## src/design/mhpq_pkg.sv

```systemverilog
`timescale 1ns / 1ps
`default_nettype none
// ----------------------------------------------------------------------------
// mhpq_pkg
// shared constants, types and codes of the max-heap priority queue
// ----------------------------------------------------------------------------
package mhpq_pkg;

   localparam int CAPACITY   = 1024;
   localparam int DATA_WIDTH = 32;
   localparam int ADDR_W     = $clog2(CAPACITY);
   localparam int CNT_W      = $clog2(CAPACITY + 1);
   localparam int KID_W      = ADDR_W + 2;

   typedef enum logic [0:0] {
      REQ_PUSH = 1'b0,
      REQ_POP  = 1'b1
   } req_kind_type;

   typedef enum logic [1:0] {
      ST_OK    = 2'd0,
      ST_FULL  = 2'd1,
      ST_EMPTY = 2'd2
   } status_type;

   typedef enum logic [2:0] {
      S_IDLE,
      S_UP_RD,
      S_UP_CMP,
      S_POP_RD,
      S_DN_L,
      S_DN_R,
      S_DN_C,
      S_FIN
   } state_type;

   typedef struct packed {
      logic                  wr_en;
      logic [ADDR_W-1:0]     wr_addr;
      logic [DATA_WIDTH-1:0] wr_data;
      logic                  rd_en;
      logic [ADDR_W-1:0]     rd_addr;
   } mem_req_type;

   typedef struct packed {
      logic             done;
      status_type       status;
      logic [CNT_W-1:0] count;
   } eng_rsp_type;

endpackage
`default_nettype wire

```

## src/design/mhpq_engine.sv

```systemverilog
`timescale 1ns / 1ps
`default_nettype none
// ----------------------------------------------------------------------------
// mhpq_engine
// push / pop sequencer: sift-up and sift-down over the heap ram
// ----------------------------------------------------------------------------
module mhpq_engine import mhpq_pkg::*; (
   input  wire logic                  clock,
   input  wire logic                  reset,
   input  wire logic                  start,
   input  wire logic [0:0]            req_type,
   input  wire logic [DATA_WIDTH-1:0] req_push_value,
   input  wire logic [DATA_WIDTH-1:0] rd_data,
   output logic                       busy,
   output mem_req_type                mem,
   output eng_rsp_type                rsp
);

   state_type                     state_ff, state_in;
   logic        [CNT_W-1:0]       count_ff, count_in;
   logic        [ADDR_W-1:0]      pos_ff, pos_in;
   logic signed [DATA_WIDTH-1:0]  v_ff, v_in;
   logic signed [DATA_WIDTH-1:0]  left_ff, left_in;
   status_type                    status_ff, status_in;

   logic signed [DATA_WIDTH-1:0]  rd_s;
   logic        [ADDR_W-1:0]      parent;
   logic        [ADDR_W-1:0]      grand;
   logic        [KID_W-1:0]       kid;
   logic        [KID_W-1:0]       kid_r;
   logic        [KID_W-1:0]       kid_next;
   logic signed [DATA_WIDTH-1:0]  child_v;
   logic        [ADDR_W-1:0]      child_i;

   always_ff @(posedge clock) begin
      if (reset) begin
         state_ff  <= S_IDLE;
         count_ff  <= '0;
         status_ff <= ST_OK;
      end else begin
         state_ff  <= state_in;
         count_ff  <= count_in;
         status_ff <= status_in;
      end
   end

   always_ff @(posedge clock) begin
      pos_ff  <= pos_in;
      v_ff    <= v_in;
      left_ff <= left_in;
   end

   always_comb begin
      rd_s     = $signed(rd_data);
      parent   = ADDR_W'((pos_ff - ADDR_W'(1)) >> 1);
      kid      = {1'b0, pos_ff, 1'b1};
      kid_r    = kid + KID_W'(1);
      child_v  = left_ff;
      child_i  = kid[ADDR_W-1:0];
      grand    = ADDR_W'((parent - ADDR_W'(1)) >> 1);
      kid_next = '0;

      state_in  = state_ff;
      count_in  = count_ff;
      status_in = status_ff;
      pos_in    = pos_ff;
      v_in      = v_ff;
      left_in   = left_ff;

      mem = '0;
      rsp = '0;
      rsp.status = status_ff;
      rsp.count  = count_ff;
      busy = (state_ff != S_IDLE);

      unique case (state_ff) inside
         S_IDLE: begin
            if (start) begin
               status_in = ST_OK;
               if (req_type == REQ_PUSH) begin
                  if (count_ff == CNT_W'(CAPACITY)) begin
                     status_in = ST_FULL;
                     state_in  = S_FIN;
                  end else begin
                     pos_in   = count_ff[ADDR_W-1:0];
                     v_in     = $signed(req_push_value);
                     count_in = count_ff + CNT_W'(1);
                     state_in = S_UP_RD;
                  end
               end else begin
                  if (count_ff == '0) begin
                     status_in = ST_EMPTY;
                     state_in  = S_FIN;
                  end else begin
                     count_in = count_ff - CNT_W'(1);
                     if (count_ff == CNT_W'(1)) begin
                        state_in = S_FIN;
                     end else begin
                        mem.rd_en   = 1'b1;
                        mem.rd_addr = ADDR_W'(count_ff - CNT_W'(1));
                        state_in    = S_POP_RD;
                     end
                  end
               end
            end
         end

         S_UP_RD: begin
            if (pos_ff == '0) begin
               mem.wr_en   = 1'b1;
               mem.wr_addr = pos_ff;
               mem.wr_data = v_ff;
               state_in    = S_FIN;
            end else begin
               mem.rd_en   = 1'b1;
               mem.rd_addr = parent;
               state_in    = S_UP_CMP;
            end
         end

         S_UP_CMP: begin
            mem.wr_en   = 1'b1;
            mem.wr_addr = pos_ff;
            if (v_ff > rd_s) begin
               mem.wr_data = rd_s;
               pos_in      = parent;
               if (parent == '0) begin
                  state_in = S_UP_RD;
               end else begin
                  mem.rd_en   = 1'b1;
                  mem.rd_addr = grand;
               end
            end else begin
               mem.wr_data = v_ff;
               state_in    = S_FIN;
            end
         end

         S_POP_RD: begin
            v_in     = rd_s;
            pos_in   = '0;
            state_in = S_DN_L;
         end

         S_DN_L: begin
            if (kid >= KID_W'(count_ff)) begin
               mem.wr_en   = 1'b1;
               mem.wr_addr = pos_ff;
               mem.wr_data = v_ff;
               state_in    = S_FIN;
            end else begin
               mem.rd_en   = 1'b1;
               mem.rd_addr = kid[ADDR_W-1:0];
               state_in    = S_DN_R;
            end
         end

         S_DN_R, S_DN_C: begin
            if (state_ff == S_DN_R) begin
               left_in = rd_s;
               child_v = rd_s;
            end else if (rd_s > left_ff) begin
               child_v = rd_s;
               child_i = kid_r[ADDR_W-1:0];
            end
            if (state_ff == S_DN_R && kid_r < KID_W'(count_ff)) begin
               mem.rd_en   = 1'b1;
               mem.rd_addr = kid_r[ADDR_W-1:0];
               state_in    = S_DN_C;
            end else begin
               mem.wr_en   = 1'b1;
               mem.wr_addr = pos_ff;
               if (child_v > v_ff) begin
                  mem.wr_data = child_v;
                  pos_in      = child_i;
                  kid_next    = {1'b0, child_i, 1'b1};
                  if (kid_next < KID_W'(count_ff)) begin
                     mem.rd_en   = 1'b1;
                     mem.rd_addr = kid_next[ADDR_W-1:0];
                     state_in    = S_DN_R;
                  end else begin
                     state_in = S_DN_L;
                  end
               end else begin
                  mem.wr_data = v_ff;
                  state_in    = S_FIN;
               end
            end
         end

         S_FIN: begin
            rsp.done = 1'b1;
            state_in = S_IDLE;
         end

         default: begin
            state_in = S_IDLE;
         end
      endcase
   end

endmodule
`default_nettype wire
```

## config.mk

```make
export PLATFORM = sky130hd
export DESIGN_NAME = mhpq_engine
export DESIGN_NICKNAME = d
export VERILOG_FILES = /design/src/design/mhpq_pkg.sv /design/src/design/mhpq_engine.sv
export SDC_FILE = /design/constraint.sdc
export NUM_CORES = 1
export LEC_CHECK = 0
export BUFFER_PORTS_ARGS = -buffer_cell sky130_fd_sc_hd__buf_2
export CORE_ASPECT_RATIO = 0.9
export CORE_UTILIZATION = 45
export DETAILED_ROUTE_END_ITERATION = 8
export PLACE_DENSITY = 0.77
export SLEW_MARGIN = 20
export SYNTH_ARGS = -nofsm -noshare
export SYNTH_HDL_FRONTEND = slang
export SYNTH_SLANG_ARGS = --single-unit
```

## constraint.sdc

```tcl
create_clock -name clock -period 5.83 [get_ports clock]
set_input_delay 0 -clock clock [delete_from_list [all_inputs] [get_ports clock]]
set_output_delay 0 -clock clock [all_outputs]
set_load 0.1 [all_outputs]
```

; ---- After elaboration in Yosys (flattened, before gate mapping)
; Index checks and enable logic that the tools add are counted.
[totals]
regBits = 90
latchBits = 0
ram_bits = 0
mem_bits_ro = 0
input_bits = 68
out_inout_bits = 69
elab_cells = 105
mem_count = 0
[classes]
n_addsub = 5
n_mul = 0
div = 0
n_lt_le_gt_ge = 6
n_eq_ne = 18
shifts = 0
mux = 55
n_bitwise = 0
n_reduce_logical = 15
[op_table]
columns = operator, n
row1 = 2-to-1 mux 32 bit, 8
row2 = one-hot mux 43 bit (4 select lines), 1
row3 = 2-to-1 mux 11 bit, 14
row4 = 2-to-1 mux 43 bit, 3
row5 = greater-than comparator 32 bit, 3
row6 = 2-to-1 mux 10 bit, 9
row7 = one-hot mux 32 bit (2 select lines), 1
row8 = one-hot mux 11 bit (5 select lines), 1
row9 = one-hot mux 10 bit (4 select lines), 1
row10 = 2-to-1 mux 3 bit, 9
row11 = logical NOT 10 bit, 2
row12 = one-hot mux 3 bit (6 select lines), 1
row13 = != test 2 bit (second input constant), 7
row14 = adder 11 x 1 -> 12 bit (second input constant), 1
row15 = == test 3 bit (second input constant), 4
row16 = < comparator 12 x 11 -> 1 bit, 1
row17 = adder 11 x 1 -> 11 bit (second input constant), 1
row18 = == test 11 x 1 -> 1 bit (second input constant), 1
row19 = == test 11 bit (second input constant), 1
row20 = greater-or-equal comparator 11 bit, 1
row21 = logical NOT 11 bit, 1
row22 = < comparator 11 bit, 1
row23 = subtractor 11 x 1 -> 11 bit (second input constant), 1
row24 = subtractor 10 x 1 -> 10 bit (second input constant), 1
row25 = other kinds (16), 25

; ---- Logic depth before layout (Yosys ltp)
[depth]
ltp_word = 9
ltp_mapped = 22
depth_no_buf = 19

; ---- Worst setup path before layout
; No wires, ideal clock.
[synth_timing]
path_type = reg2out
start = reg left_ff[14]
end = out mem[11] (netlist bit)
arrival_ps = 6066
required_ps = 5830
slack_ps = -236
stages_incl_launch_ff = 23
n_path_buf = 3
cell_sequence = edfxtp_1 -> inv_1 -> ha_1 -> a21oi_2 -> nand2_1 -> a221o_1 -> o31a_1 -> o31ai_1 -> a21oi_2 -> buf_2 -> buf_2 -> nand2_1 -> o21ai_0 -> ha_1 -> nand4_1 -> or3_1 -> nor3_1 -> nor2_1 -> o221a_2 -> nor3_4 -> a22oi_1 -> buf_2 -> o221ai_1
[synth_rtl]
columns = element, line
row1 = from (decl), mhpq_engine.sv:23  ; logic signed [DATA_WIDTH-1:0] left_ff, left_in;
row2 = from (signal assigned), mhpq_engine.sv:50  ; left_ff <= left_in;
row3 = to (decl), mhpq_engine.sv:15  ; output mem_req_type mem,

==> out/qor.txt <==
Crit path largest cell delay -> 0.41 ns
Mean post-synth cell area -> 8.063 um2
# fillers -> 1646
Fin crit share -> 98.73%
Initial DRC Count -> 1115
Cell Rows -> 49
Count leader, synth -> ha_1
Synth Area in Adders -> 17.56%
Vias per cell -> 6.248
Post-synth EDFFs -> 74
Placeable Area -> 0.02017 mm2
Hpwl dp -> 23330 um
Post-route setup slack -> 0.07390 ns
Top post-synthesis cells by area -> edfxtp_1 24%, ha_1 18%, o21ai_0 5.4%
R2R setup slack -> 0.37 ns
Placed Cells -> 1506
Clock buffer count from CTS -> 9
Max Clock Freq -> 173.7 MHz
Synth async-reset ratio -> 0%
Tmin final -> 5.756 ns
First-pass GRT wire length -> 49890 um
Initial antenna violation count -> 0
Worst skew pair latency -> 0.36 ns
Number of library cell types mapped by synthesis -> 70
Slowest cell on the critical path -> edfxtp_1
Critical Path Start Type -> flip-flop
Simple-Gate Fraction of Synth Area -> 19.28%
Number of max-cap violations -> 0
Crit. End Element -> output pin
CP arrival -> 5.76 ns
Synth warn -> 0
Least-Margin Pin Slew -> 0.7198 ns
Place WS -> 0.1622 ns
Die Y -> 138.7 um
Nets -> 1535
Commonest cells in the synthesized netlist -> 131 x ha_1, 126 x inv_1, 124 x nand2_1
Die area -> 0.02133 mm2
Pre-antenna DRT Iters -> 8
Max transition margin -> 51.65%
H-tree depth -> 3
Overall global routing resource usage -> 29.47%
CTS Root Buffer Type -> clkbuf_16
Synth Area in Compound Gates -> 23.34%
Violated checks -> hold timing
CP required -> 5.83 ns
R2R Path Start -> left_ff[5]$_DFFE_PP_
Share of the synthesized area in the top cell type -> 23.80%
Gate Count Post-Synth -> 1158
Largest net degree at the start of global routing -> 65
Xor/xnor share of the synthesized area -> 4.315%
Worst hold start -> req_push_value[7]
R2R cell count -> 20
Drt wl/cell -> 20.49 um
Mapped Area -> 0.009336 mm2
Clk sinks -> 90
Mux contribution to synthesized area -> 0.3350%
Slew Viols, Final -> 0
Vias in the first global route -> 9298
Routed WL -> 32710 um
Status -> complete, but fails checks
Ys flop type -> edfxtp_1
Ordered list of cells on the worst path -> inv_1 -> ha_1 -> a21oi_1 -> o21ai_0 -> a221o_1 -> o31a_1 -> or2_2 -> a21oi_4 -> buf_12 -> o21ai_0 -> ha_1 -> nand4_1 -> or2_2 -> a211oi_1 -> nor4_1 -> o221a_2 -> nor3_4 -> a22oi_2 -> buf_4 -> buf_12 -> o221ai_1 -> buf_12
Antenna-violating nets left -> 0
Final routed DRC violation total -> 0
Max Clock Skew -> 0.01491 ns
Final setup viols -> 0
Post-synthesis net count -> 1357
RR Endpoint -> pos_ff[7]$_DFFE_PP_
CTS tree -> built
I/O pin cnt -> 137
Crit path max fanout -> 16
Largest family of logic cells by synthesized area -> compound AO/OA/AOI/OAI gates
Initial Utilization -> 46.29%
Die width -> 153.8 um
Grt ovf -> 0
Hold Path Class -> in -> reg
P&R area growth vs syn -> 31.95%
Routed vias -> 9972
CTS max path bufs -> 2
Multi-input logic area -> 0.006427 mm2
Yosys top cell by area -> edfxtp_1
Register area -> 0.002542 mm2
Crit path kind -> reg -> out
Post-synthesis sequential area ratio -> 27.23%
Clock slew seen by the registers of the worst setup and hold paths -> 0.07 ns
CP dominant cell by count -> buf_12
Diode count -> 0
#FFs+latches synth -> 90
Non-Filler Instances -> 1596
RD Place Congestion -> 0.9793
Layout cell share with drive strength beyond 1 -> 18.05%
Final Hold Fails -> 1
Worst Hold End -> v_ff[7]$_DFFE_PP_
Port bufs -> 136
WHS -> -0.0009623 ns
RSZ-0062 raised after global routing -> true
Hold path depth -> 3
## logic make-up after synthesis
family          count (synthesis)
compound gates                329
fa+ha+maj                     131
simple gates                  369
flops                          90
mux                             3
buf+inv                       190
xor+xnor                       46
## repair_timing
action	CTS	global route
setup endpoints to repair	42	53
hold endpoints to repair	68	0
hold buffers	64	0
setup buffers	2	6
cloned	0	2
pin swaps	1	5
resized for setup	4	46
## layout make-up
cell class / instances / area share, %
repair buffers: 230 / 18.35
flip-flops and latches: 90 / 20.64
clock inverters: 7 / 0.5484
multi-input cells: 878 / 52.17
clock buffers: 9 / 1.828
inverters: 127 / 3.870
well taps: 255 / 2.590
## layer usage
metal  track usage, %  up-vias  wire length (um)
li1                 -     4635                 -
met1            41.28     4654             14150
met2            44.62      589             14250
met3            5.688       94              3220
met4            11.26        0              1096
met5                0        -                 0
## worst max-delay path: cells and delay by family, from the launching register on
kind	cells	cell delay, ns
compound gates	10	2.41
fa+ha+maj	2	0.59
buf+inv	5	0.81
flops	1	0.41
simple gates	5	1.16
## how the worst max path moves through the flow
stage,start,endpoint
detailed placement,left_ff[31]$_DFFE_PP_,mem[1]
global placement,left_ff[31]$_DFFE_PP_,mem[32]
finish,left_ff[5]$_DFFE_PP_,mem[12]
floorplan,left_ff[14]$_DFFE_PP_,mem[11]
CTS,left_ff[5]$_DFFE_PP_,mem[40]
global route,left_ff[31]$_DFFE_PP_,mem[16]
## sequential cells by signal (all words and copies together), names as in the netlist
name,count
left_ff,32
count_ff,11
pos_ff,10
state_ff,3
status_ff,2
v_ff,32
## cells in the final DEF, fill, tap and decap left out, types with 12 or more instances in the layout
cell type / count
o21ai_0: 101
nor2b_1: 17
buf_4: 23
a21oi_1: 66
dlygate4sd3_1: 64
o221ai_2: 22
inv_1: 125
nor2_1: 55
nand3_1: 58
nand2_1: 122
buf_12: 45
a221o_1: 12
a21o_1: 12
buf_2: 94
xnor2_1: 35
edfxtp_1: 74
dfxtp_1: 16
nand4_1: 24
ha_1: 131
nor3_1: 34
nor4_1: 15
## per-stage QoR
stage / hold slack (ns) / setup TNS (ns) / area (um2) / util (%)
2_1_floorplan: 0.06907 / -7.212 / 9368 / -
3_3_place_gp: 0.2142 / 0 / 10920 / 54.15
3_5_place_dp: 0.2146 / 0 / 10920 / 54.15
4_1_cts: 0.001373 / 0 / 11910 / 59.05
5_1_grt: 0.003658 / -1.617 / 12320 / 61.08
6_report: -0.0009623 / 0 / 12320 / 61.08
Power is left out: the tool's default activity adds up to more than one toggle a clock period on the data nets, which glitch-free logic cannot reach.
